File: config.mk
export PLATFORM = sky130hd
export DESIGN_NAME = urgency_priority_queue_unit
export DESIGN_NICKNAME = d
export VERILOG_FILES = /design/src/hw/rtl/upq_pkg.sv /design/src/hw/rtl/upq_ctrl.sv /design/src/hw/rtl/upq_datapath.sv /design/src/hw/rtl/urgency_priority_queue_unit.sv
export VERILOG_INCLUDE_DIRS = /design/src /design/src/hw/rtl
export SDC_FILE = /design/constraint.sdc
export NUM_CORES = 2
export LEC_CHECK = 0
export BUFFER_PORTS_ARGS = -buffer_cell sky130_fd_sc_hd__buf_4
export CORE_UTILIZATION = 50
export CTS_CLUSTER_SIZE = 24
export DETAILED_ROUTE_END_ITERATION = 10
export PLACE_DENSITY = 0.68
export SETUP_SLACK_MARGIN = 0.02
export SYNTH_ARGS = -nofsm -noshare
export SYNTH_HDL_FRONTEND = slang
export SYNTH_HIERARCHICAL = 1
export SYNTH_SLANG_ARGS = --single-unit
File: constraint.sdc
create_clock -name clk -period 6.5 [get_ports clk]
set_input_delay 0.65 -clock clk [delete_from_list [all_inputs] [get_ports clk]]
set_output_delay 0.65 -clock clk [all_outputs]
set_load 0.005 [all_outputs]
File: src/hw/rtl/urgency_priority_queue_unit_assert.svh
// Assertion macros for the urgency priority queue unit.
`ifndef URGENCY_PRIORITY_QUEUE_UNIT_ASSERT_SVH
`define URGENCY_PRIORITY_QUEUE_UNIT_ASSERT_SVH

// Consequent must hold in the cycle after the antecedent.
`define UPQ_ASSERT_NEXT(label, ante, cons) \
    label: assert property (@(posedge clk) disable iff (!rst_n) (ante) |=> (cons)) \
        else $error("upq: next-cycle check failed");

// Consequent must hold in the same cycle as the antecedent.
`define UPQ_ASSERT_SAME(label, ante, cons) \
    label: assert property (@(posedge clk) disable iff (!rst_n) (ante) |-> (cons)) \
        else $error("upq: same-cycle check failed");

// At most one bit of the vector may be set.
`define UPQ_ASSERT_ONEHOT0(label, vec) \
    label: assert property (@(posedge clk) disable iff (!rst_n) $onehot0(vec)) \
        else $error("upq: more than one command active");

`endif

File: src/hw/rtl/upq_pkg.sv
// Shared types and constants of the urgency priority queue.
`default_nettype none

package upq_pkg;

    localparam int DEF_CAPACITY = 64;

    localparam int IN_W  = 40;
    localparam int OUT_W = 32;

    localparam logic [1:0] OP_INSERT = 2'd0;
    localparam logic [1:0] OP_SERVE  = 2'd1;
    localparam logic [1:0] OP_CLEAR  = 2'd2;

    localparam logic [2:0] STAT_INSERTED = 3'd0;
    localparam logic [2:0] STAT_SERVED   = 3'd1;
    localparam logic [2:0] STAT_EMPTY    = 3'd2;
    localparam logic [2:0] STAT_FULL     = 3'd3;
    localparam logic [2:0] STAT_CLEARED  = 3'd4;

    localparam logic [31:0] STAMP_MAX = 32'hFFFF_FFFF;

    typedef enum logic [2:0] {
        CS_IDLE,
        CS_SCAN,
        CS_SCAN_END,
        CS_SHIFT_INIT,
        CS_SHIFT,
        CS_FINISH
    } ctrl_state_t;

    typedef struct packed {
        logic accept;
        logic scan_rd;
        logic shift_init;
        logic shift_rd;
        logic commit;
    } ctrl_cmd_t;

    typedef struct packed {
        logic start_scan;
        logic scan_last;
        logic shift_end;
        logic slot_free;
    } dp_stat_t;

endpackage

`default_nettype wire

File: src/hw/rtl/upq_ctrl.sv
// Sequencer of the urgency priority queue: accept, scan, compact, finish.
`default_nettype none

module upq_ctrl
    import upq_pkg::*;
(
    input  wire logic      clk,
    input  wire logic      rst_n,
    input  wire logic      s_tvalid,
    output logic           s_tready,
    input  wire dp_stat_t  stat,
    output ctrl_cmd_t      cmd
);

    ctrl_state_t state_reg;
    ctrl_state_t state_next;

    always_ff @(posedge clk or negedge rst_n)
    begin
        if (!rst_n)
        begin
            state_reg <= CS_IDLE;
        end
        else
        begin
            state_reg <= state_next;
        end
    end

    always_comb
    begin
        state_next = state_reg;
        cmd        = '0;
        s_tready   = 1'b0;
        unique case (state_reg)
            CS_IDLE:
            begin
                s_tready = 1'b1;
                if (s_tvalid)
                begin
                    cmd.accept = 1'b1;
                    state_next = stat.start_scan ? CS_SCAN : CS_FINISH;
                end
            end
            CS_SCAN:
            begin
                cmd.scan_rd = 1'b1;
                if (stat.scan_last)
                begin
                    state_next = CS_SCAN_END;
                end
            end
            CS_SCAN_END:
            begin
                // last candidate is compared here
                state_next = CS_SHIFT_INIT;
            end
            CS_SHIFT_INIT:
            begin
                cmd.shift_init = 1'b1;
                state_next     = CS_SHIFT;
            end
            CS_SHIFT:
            begin
                if (stat.shift_end)
                begin
                    state_next = CS_FINISH;
                end
                else
                begin
                    cmd.shift_rd = 1'b1;
                end
            end
            CS_FINISH:
            begin
                if (stat.slot_free)
                begin
                    cmd.commit = 1'b1;
                    state_next = CS_IDLE;
                end
            end
            default:
            begin
                state_next = CS_IDLE;
            end
        endcase
    end

endmodule

`default_nettype wire

File: src/hw/rtl/upq_datapath.sv
// Entry memory, best-entry search, compaction and result register.
`default_nettype none

module upq_datapath
    import upq_pkg::*;
#(
    parameter int CAPACITY = DEF_CAPACITY
)
(
    input  wire logic             clk,
    input  wire logic             rst_n,
    input  wire logic [IN_W-1:0]  s_tdata,
    output logic                  m_tvalid,
    input  wire logic             m_tready,
    output logic [OUT_W-1:0]      m_tdata,
    input  wire ctrl_cmd_t        cmd,
    output dp_stat_t              stat
);

    localparam int IW = $clog2(CAPACITY);
    localparam int CW = $clog2(CAPACITY + 1);

    // entry layout: tag [63:48], urgency [47:32], stamp [31:0]
    logic [63:0] mem [CAPACITY];
    logic [63:0] rd_data_reg;

    logic [1:0]  op_reg;
    logic [15:0] tag_reg;
    logic [15:0] urg_reg;
    logic [CW-1:0] count_reg;
    logic [CW-1:0] count_next;
    logic [31:0] arrival_reg;
    logic [31:0] arrival_next;
    logic [CW-1:0] ptr_reg;

    logic          scan_vld_reg;
    logic [IW-1:0] scan_idx_reg;
    logic          shift_vld_reg;
    logic [IW-1:0] shift_dst_reg;

    logic [IW-1:0] best_idx_reg;
    logic [15:0]   best_urg_reg;
    logic [31:0]   best_stamp_reg;
    logic [15:0]   best_tag_reg;

    logic          out_valid_reg;
    logic [2:0]    out_status_reg;
    logic [15:0]   out_tag_reg;
    logic [6:0]    out_occ_reg;

    logic          rd_en;
    logic          wr_en;
    logic [IW-1:0] wr_addr;
    logic [63:0]   wr_data;
    logic          take;
    logic          has_room;
    logic          is_empty;
    logic [2:0]    status_next;
    logic [15:0]   served_next;

    assign has_room = (count_reg < CW'(CAPACITY));
    assign is_empty = (count_reg == '0);
    assign rd_en    = cmd.scan_rd | cmd.shift_rd;

    // candidate beats best on higher urgency, or equal urgency and older stamp; the first candidate is always taken
    assign take = (scan_idx_reg == '0) ||
                  (rd_data_reg[47:32] > best_urg_reg) ||
                  ((rd_data_reg[47:32] == best_urg_reg) &&
                   (rd_data_reg[31:0] < best_stamp_reg));

    assign stat.start_scan = (s_tdata[1:0] == OP_SERVE) && !is_empty;
    assign stat.scan_last  = (ptr_reg == count_reg - CW'(1));
    assign stat.shift_end  = (ptr_reg == count_reg);
    assign stat.slot_free  = !out_valid_reg || m_tready;

    always_comb
    begin
        wr_en        = 1'b0;
        wr_addr      = shift_dst_reg;
        wr_data      = rd_data_reg;
        count_next   = count_reg;
        arrival_next = (arrival_reg == STAMP_MAX) ? arrival_reg : arrival_reg + 32'd1;
        served_next  = '0;
        status_next  = STAT_CLEARED;
        case (op_reg)
            OP_INSERT:
            begin
                if (has_room)
                begin
                    status_next = STAT_INSERTED;
                    count_next  = count_reg + CW'(1);
                end
                else
                begin
                    status_next = STAT_FULL;
                end
            end
            OP_SERVE:
            begin
                if (is_empty)
                begin
                    status_next = STAT_EMPTY;
                end
                else
                begin
                    status_next = STAT_SERVED;
                    served_next = best_tag_reg;
                    count_next  = count_reg - CW'(1);
                end
            end
            default:
            begin
                status_next  = STAT_CLEARED;
                count_next   = '0;
                arrival_next = '0;
            end
        endcase
        if (shift_vld_reg)
        begin
            wr_en = 1'b1;
        end
        else if (cmd.commit && (op_reg == OP_INSERT) && has_room)
        begin
            wr_en   = 1'b1;
            wr_addr = count_reg[IW-1:0];
            wr_data = {tag_reg, urg_reg, arrival_reg};
        end
    end

    always_ff @(posedge clk)
    begin
        if (wr_en)
        begin
            mem[wr_addr] <= wr_data;
        end
        if (rd_en)
        begin
            rd_data_reg <= mem[ptr_reg[IW-1:0]];
        end
    end

    // payload, pointer, best-entry and result registers
    always_ff @(posedge clk)
    begin
        if (cmd.accept)
        begin
            op_reg  <= s_tdata[1:0];
            tag_reg <= s_tdata[17:2];
            urg_reg <= s_tdata[33:18];
        end
        if (cmd.accept)
        begin
            ptr_reg <= '0;
        end
        else if (cmd.shift_init)
        begin
            ptr_reg <= CW'(best_idx_reg) + CW'(1);
        end
        else if (rd_en)
        begin
            ptr_reg <= ptr_reg + CW'(1);
        end
        scan_idx_reg  <= ptr_reg[IW-1:0];
        shift_dst_reg <= ptr_reg[IW-1:0] - IW'(1);
        if (scan_vld_reg && take)
        begin
            best_idx_reg   <= scan_idx_reg;
            best_urg_reg   <= rd_data_reg[47:32];
            best_stamp_reg <= rd_data_reg[31:0];
            best_tag_reg   <= rd_data_reg[63:48];
        end
        if (cmd.commit)
        begin
            out_status_reg <= status_next;
            out_tag_reg    <= served_next;
            out_occ_reg    <= 7'(count_next);
        end
    end

    always_ff @(posedge clk or negedge rst_n)
    begin
        if (!rst_n)
        begin
            count_reg     <= '0;
            arrival_reg   <= '0;
            scan_vld_reg  <= 1'b0;
            shift_vld_reg <= 1'b0;
            out_valid_reg <= 1'b0;
        end
        else
        begin
            scan_vld_reg  <= cmd.scan_rd;
            shift_vld_reg <= cmd.shift_rd;
            if (cmd.commit)
            begin
                count_reg   <= count_next;
                arrival_reg <= arrival_next;
            end
            if (cmd.commit)
            begin
                out_valid_reg <= 1'b1;
            end
            else if (m_tready)
            begin
                out_valid_reg <= 1'b0;
            end
        end
    end

    assign m_tvalid = out_valid_reg;
    assign m_tdata  = {6'd0, out_occ_reg, out_tag_reg, out_status_reg};

endmodule

`default_nettype wire

File: src/hw/rtl/urgency_priority_queue_unit.sv
// Top level of the urgency priority queue: bounded queue served by urgency, then arrival.
// Insert, clear, serve-on-empty: accepted in idle, then finish loads the result register
// and returns to idle for the next input word; a stalled result holds the input off.
// Serve of n entries, winner in slot w: n-read scan plus a shift of the entries behind w,
// then finish loads the result register; one word in work at a time.
// Reset (rst_n, async, active low) clears state, count, arrival stamp and valid flags only.
`default_nettype none
`include "urgency_priority_queue_unit_assert.svh"

module urgency_priority_queue_unit
    import upq_pkg::*;
#(
    parameter int CAPACITY = DEF_CAPACITY
)
(
    input  wire logic              clk,
    input  wire logic              rst_n,
    // input words
    input  wire logic              s_tvalid,
    output logic                   s_tready,
    // operation [1:0], request_tag [17:2], urgency [33:18], zero [39:34]
    input  wire logic [IN_W-1:0]   s_tdata,
    // result words
    output logic                   m_tvalid,
    input  wire logic              m_tready,
    // status [2:0], served_tag [18:3], occupancy [25:19], zero [31:26]
    output logic [OUT_W-1:0]       m_tdata
);

    // Command and status between sequencer and datapath.
    ctrl_cmd_t cmd;
    dp_stat_t  stat;

    // Sequencer: takes a word in idle, walks the memory for serves,
    // and waits in finish until the result register can be loaded.
    upq_ctrl u_ctrl (
        .clk      (clk),
        .rst_n    (rst_n),
        .s_tvalid (s_tvalid),
        .s_tready (s_tready),
        .stat     (stat),
        .cmd      (cmd)
    );

    // Datapath: entry memory with registered read, running best-entry compare,
    // one-slot shift of the entries behind the winner, count and arrival stamps,
    // and the result register that decouples the output side.
    upq_datapath #(
        .CAPACITY (CAPACITY)
    ) u_dp (
        .clk      (clk),
        .rst_n    (rst_n),
        .s_tdata  (s_tdata),
        .m_tvalid (m_tvalid),
        .m_tready (m_tready),
        .m_tdata  (m_tdata),
        .cmd      (cmd),
        .stat     (stat)
    );

    // A result is never loaded over one that is still waiting.
    `UPQ_ASSERT_SAME(a_commit_slot_free, cmd.commit, !m_tvalid || m_tready)

    // Sequencer drives at most one major command per cycle.
    `UPQ_ASSERT_ONEHOT0(a_cmd_onehot, {cmd.accept, cmd.scan_rd, cmd.shift_rd, cmd.commit})

    // Every accepted word moves the sequencer out of idle, which drops s_tready.
    `UPQ_ASSERT_NEXT(a_accept_busy, s_tvalid && s_tready, !s_tready)

endmodule

`default_nettype wire
# Word level (Yosys, flattened, before mapping)
# Memory sizes are Yosys's and may differ from the RTL's. A register that Yosys moved wholly into a read port is not among the register bits.
# Index checks and enable logic that the tools add are counted.
dict set report word_totals {
  ramBits 4096
  out_inout_bits 34
  n_memories 1
  register_bits 194
}
# name words word_bits read_ports rd_clocked_by_memory_dff wr line_no
set mem_list {}
lappend mem_list {u_dp.mem 64 64 1 1 1 upq_datapath.sv:24} ;# logic [63:0] mem [CAPACITY];
dict set report classes {
  n_addsub 6
  n_eq_ne 16
  order_cmp 3
  mux 35
  reduce_logical 20
  bitwise 2
}
# cell count
set ops {}
lappend ops {{$mux W64} 2}
lappend ops {{$mux W32} 2}
lappend ops {{$add A32 B1 Y32 const B} 1}
lappend ops {{$eq A32 B32 Y1 const B} 1}
lappend ops {{$lt A32 B32 Y1} 1}
lappend ops {{$mux W7} 4}
lappend ops {{$pmux W3 S6} 1}
lappend ops {{$eq A16 B16 Y1} 1}
lappend ops {{$gt A16 B16 Y1} 1}
lappend ops {{$mux W1} 15}
lappend ops {{$mux W3} 5}
lappend ops {{$add A7 B1 Y7 const B} 2}
lappend ops {{$eq A7 B7 Y1} 2}
lappend ops {{$pmux W7 S2} 1}
lappend ops {{$mux W6} 2}
lappend ops {{$ne A2 B2 Y1 const B} 5}
lappend ops {{$add A6 B1 Y7 const B} 1}
lappend ops {{$logic_not A7 Y1} 1}
lappend ops {{$lt A7 B7 Y1 const B} 1}
lappend ops {{$sub A7 B1 Y7 const B} 1}
lappend ops {{$eq A3 B2 Y1 const B} 2}
lappend ops {{$eq A3 B3 Y1 const B} 2}
lappend ops {{$logic_not A6 Y1} 1}
lappend ops {{$pmux W3 S2} 1}
lappend ops {{other kinds (15)} 26}

# Longest topological paths before layout
dict set report logic_depth {
  ltp_word 10
  ltp_mapped 14
  mapped_depth_nobuf 11
}

# Cells and area by module
# Netlist, hierarchy kept.
# mod cells_per_inst area_each_um2 seq_area_each_um2 n_inst
set modules_own_cells {}
lappend modules_own_cells {upq_datapath 7730 167635.8 130254.9 1}
lappend modules_own_cells {upq_ctrl 28 225.2 75.1 1}

# Worst setup path after synthesis
# OpenSTA, ideal clock, no wires.
dict set report synth_timing {
  path_type {input to register}
  startpoint {input port m_tready}
  endpoint {memory u_dp.mem[10][0] (enable)}
  arrival_ps 6057
  required_ps 6013
  setup_slack_ps -44
  cell_stages 9
  cell_sequence {nand2b_1 -> nand2_1 -> nor2_1 -> nand3_1 -> clkbuf_1 -> clkbuf_1 -> o21ai_0 -> nand2_1 -> nor2_1}
}
# item line_no
set synth_rtl {}
lappend synth_rtl {{start, declared} urgency_priority_queue_unit.sv:25} ;# input wire logic m_tready,
lappend synth_rtl {{end, declared} upq_datapath.sv:24}

# Worst setup path after layout
dict set report layout_timing {
  startpoint {register u_dp.op_reg[1]}
  endpoint {memory u_dp.mem[8][0] (enable)}
}
dict set report layout_via {
  elab_chain_cells 7
  word_cells_on_any_way 9
}
# item line_no
set layout_lines {}
lappend layout_lines {{start, declared} upq_datapath.sv:27} ;# logic [1:0] op_reg;
lappend layout_lines {{start signal, assigned} upq_datapath.sv:147} ;# op_reg <= s_tdata[1:0];
lappend layout_lines {{$logic_not A2 Y1 *} upq_datapath.sv:122} ;# else if (cmd.commit && (op_reg == OP_INSERT) && has_room)
lappend layout_lines {{$logic_and A1 B1 Y1 * (2 in a row)} upq_datapath.sv:122}
lappend layout_lines {{$mux W1} upq_datapath.sv:122}
lappend layout_lines {{$mux W1} upq_datapath.sv:118} ;# if (shift_vld_reg)
lappend layout_lines {{$mux W1} upq_datapath.sv:132} ;# if (wr_en)
lappend layout_lines {{$mux W1 (not written as such)} upq_datapath.sv:134} ;# mem[wr_addr] <= wr_data;
# Every way passes the cells marked *; elsewhere a longest branch is shown, timed or not.

==> results.json <==
{
  "status": "complete, no violations",
  "async_flop_share_pct": 1.034,
  "hold_path.class": "in2reg",
  "place_ws_ns": 1.953,
  "power.density_nw_per_um2": 286.9,
  "path_clk_slew_ns": 0.06,
  "antenna_found_initial": 11,
  "hpwl_um": 234900,
  "synth_area_um2": 167900,
  "setup_slack_ns": 2.047,
  "crit_buf_inv": 5,
  "firstDrtPassIters": 8,
  "critical_path.cell_chain": "buf_4 > nor3_1 > buf_4 > nand3_4 > buf_4 > buf_4 > o21a_1 > nand2_1 > nor2_4 > buf_12",
  "timing.final.max_slew_violations": 0,
  "worst-setup-path-type": "reg2reg",
  "crit_cells": 10,
  "area_growth_pct": 12.87,
  "finClkSkew_ns": 0.06419,
  "slowest_delay_ns": 1.02,
  "dpl-instance-area_um2": 175600,
  "period_needed_ns": 4.453,
  "drv_cap": 0,
  "routedWlPerCell_um": 34.79,
  "fin_nets": 8270,
  "fmax_mhz": 224.6,
  "gr-total-overflow": 0,
  "power_leakage_nw": 43.98,
  "clkLatencyLatePin_ns": 0.99,
  "via_per_inst": 6.548,
  "ant_nets": 0,
  "setup_viol": 0,
  "synthTopCellsByArea": "edfxtp_1 (77%), mux4_2 (15%), nand2_1 (1.2%), dfrtp_1 (0.67%), mux2i_1 (0.63%)",
  "multi_input_area_um2": 35880,
  "largest_reg_flops": 4096,
  "synth_top_area_share_pct": 76.74,
  "tritoncts": "built",
  "grt_start_max_net_pins": 112,
  "die_w_um": 581.4,
  "cp-start-kind": "flip-flop",
  "power_mw": 54.36,
  "crit_fanout": 49,
  "drive_gt1_share_pct": 25.85,
  "critPathRequiredTime_ns": 7.13,
  "fp.dieH_um": 581.4,
  "place_congestion": 0.8365,
  "seq_area_um2": 130400,
  "crit_top_cell": "buf_4",
  "drt_iter0_markers": 11390,
  "irDropWorstVdd_mv": 0.2415,
  "hold_violations": 0,
  "io_buffers": 65,
  "root_buffer": "clkbuf_16",
  "cts.sinks": 4354,
  "grt_usage_pct": 26.51,
  "drc": 0,
  "dieArea_um2": 338000,
  "final_cell_mix": "edfxtp_1 (4,290), mux4_2 (1,085), nand2_1 (546)",
  "cts_buffers": 427,
  "holdPathStages": 3,
  "synth_area_per_cell_um2": 21.64,
  "io_pins": 78,
  "synth-edff-count": 4290,
  "finalCritPeriodShare_pct": 68.50,
  "slew_headroom_pct": 16.29,
  "initial_utilization_pct": 50.30,
  "slowest_stage": "nor2_4",
  "yosysSeqAreaShare_pct": 77.64,
  "core-area_um2": 333700,
  "critPathArrivalTime_ns": 5.08,
  "synth_largest_area_cell": "edfxtp_1",
  "rsz0062_at_grt": "no",
  "synth_cell_types": 69,
  "yosysWarnings": 6,
  "r2r_slack_ns": 2.05,
  "clk_path_buf_depth": 4,
  "num_rows": 212,
  "grt_pass1_wl_um": 633100,
  "critPathTopFamily": "buffers and inverters",
  "htree_levels": 5,
  "fin_area_um2": 189500,
  "grt_pass1_vias": 84550,
  "synth-seq-cells": 4354,
  "netlist_instances": 7758,
  "ys.flop_type": "edfxtp_1",
  "fillers": 23910,
  "endpoint_kind": "flip-flop",
  "final_common_cell": "edfxtp_1",
  "vias": 84570,
  "worstMarginPinSlew_ns": 1.251,
  "wirelength_um": 449300,
  "reg2regPathDepth": 10
}
-- tightest hold or removal path: stages --
cell and delay (ns):
buf_4 0.08, nand2b_1 0.23, nand2_1 0.15
-- stage by stage --
| stage | TNS (ns) | util (%) | hold slack (ns) | std cells |
|---|---|---|---|---|
| final | 0 | 56.78 | 0.1985 | 12910 |
| after global routing | 0 | 56.78 | 0.2450 | 12910 |
| after CTS | 0 | 56.78 | 0.2181 | 12910 |
| after detailed placement | 0 | 52.63 | 0.4184 | 12100 |
| after global placement | 0 | 52.63 | 0.4151 | 12100 |
| after floorplan | -85.87 | - | 0.3258 | 7763 |
-- synth_stat cells, types with 15 or more instances --
cell	n
nor2_1	140
a31oi_1	106
o21ai_1	19
mux4_2	1085
buf_4	56
xnor2_1	15
inv_1	65
a21o_1	16
dfxtp_1	19
nand2_1	548
and2_1	123
edfxtp_1	4290
buf_2	107
nand4_1	20
a221oi_1	25
a21oi_1	106
o22ai_1	19
nor3_1	18
clkbuf_1	230
o21ai_0	65
a211oi_1	118
a22oi_1	96
o211ai_1	26
buf_1	37
mux2i_1	105
dfrtp_1	45
mux2_2	28
ha_1	52
nand3_1	35
-- path summary, 6_finish.rpt --
path                                      start                    to
min in group asynchronous                 rst_n         u_dp/m_tvalid
hold reg to reg            u_dp/scan_idx_reg[0]  u_dp/best_idx_reg[0]
hold / removal                         m_tready         u_dp/m_tvalid
setup / recovery                 u_dp/op_reg[1]        u_dp/mem[8][0]
max in group asynchronous                 rst_n   u_dp/arrival_reg[3]
setup reg to reg                 u_dp/op_reg[1]        u_dp/mem[8][0]
-- final cells by class --
type,instances,area share [%]
clock inverters,256,1.158
clock buffers,522,5.949
inverters,66,0.1387
diodes,4,0.005283
well taps,4387,2.897
multi-input cells,2906,18.94
flip-flops and latches,4354,68.80
repair buffers,419,2.117
-- cell families (layout without fill, tap and decap cells) --
family	Yosys count	count (layout)	share of synthesized area, %
compound gates	640	640	2.532
flops	4354	4354	77.64
mux	1218	1218	15.37
other cells	1	10	0.002234
buf+inv	503	1263	1.361
simple gates	961	961	2.553
fa+ha+maj	52	52	0.3876
xor+xnor	29	29	0.1513
-- report_power, final --
group          internal (mW)  leakage, nW  switching, mW
Combinational         0.0283         11.9         0.0156
Clock                   13.5         6.58           10.5
Sequential              30.4         25.5              0
Total                   43.9         44.0           10.5
-- layer usage --
| layer | part of all wire [%] | GRT usage, % | vias up |
|---|---|---|---|
| li1 | - | - | 33260 |
| met1 | 37 | 37.00 | 45260 |
| met2 | 47 | 41.51 | 5113 |
| met3 | 10 | 4.452 | 939 |
| met4 | 5.0 | 11.98 | 0 |
| met5 | 0 | 0 | - |
-- what timing repair did --
item	CTS	global route
endpoints found under the hold margin	80	0
gates resized for setup	0	0
setup buffers	0	0
hold buffers	36	0
No activity file was read; power rests on OpenSTA's default activity.
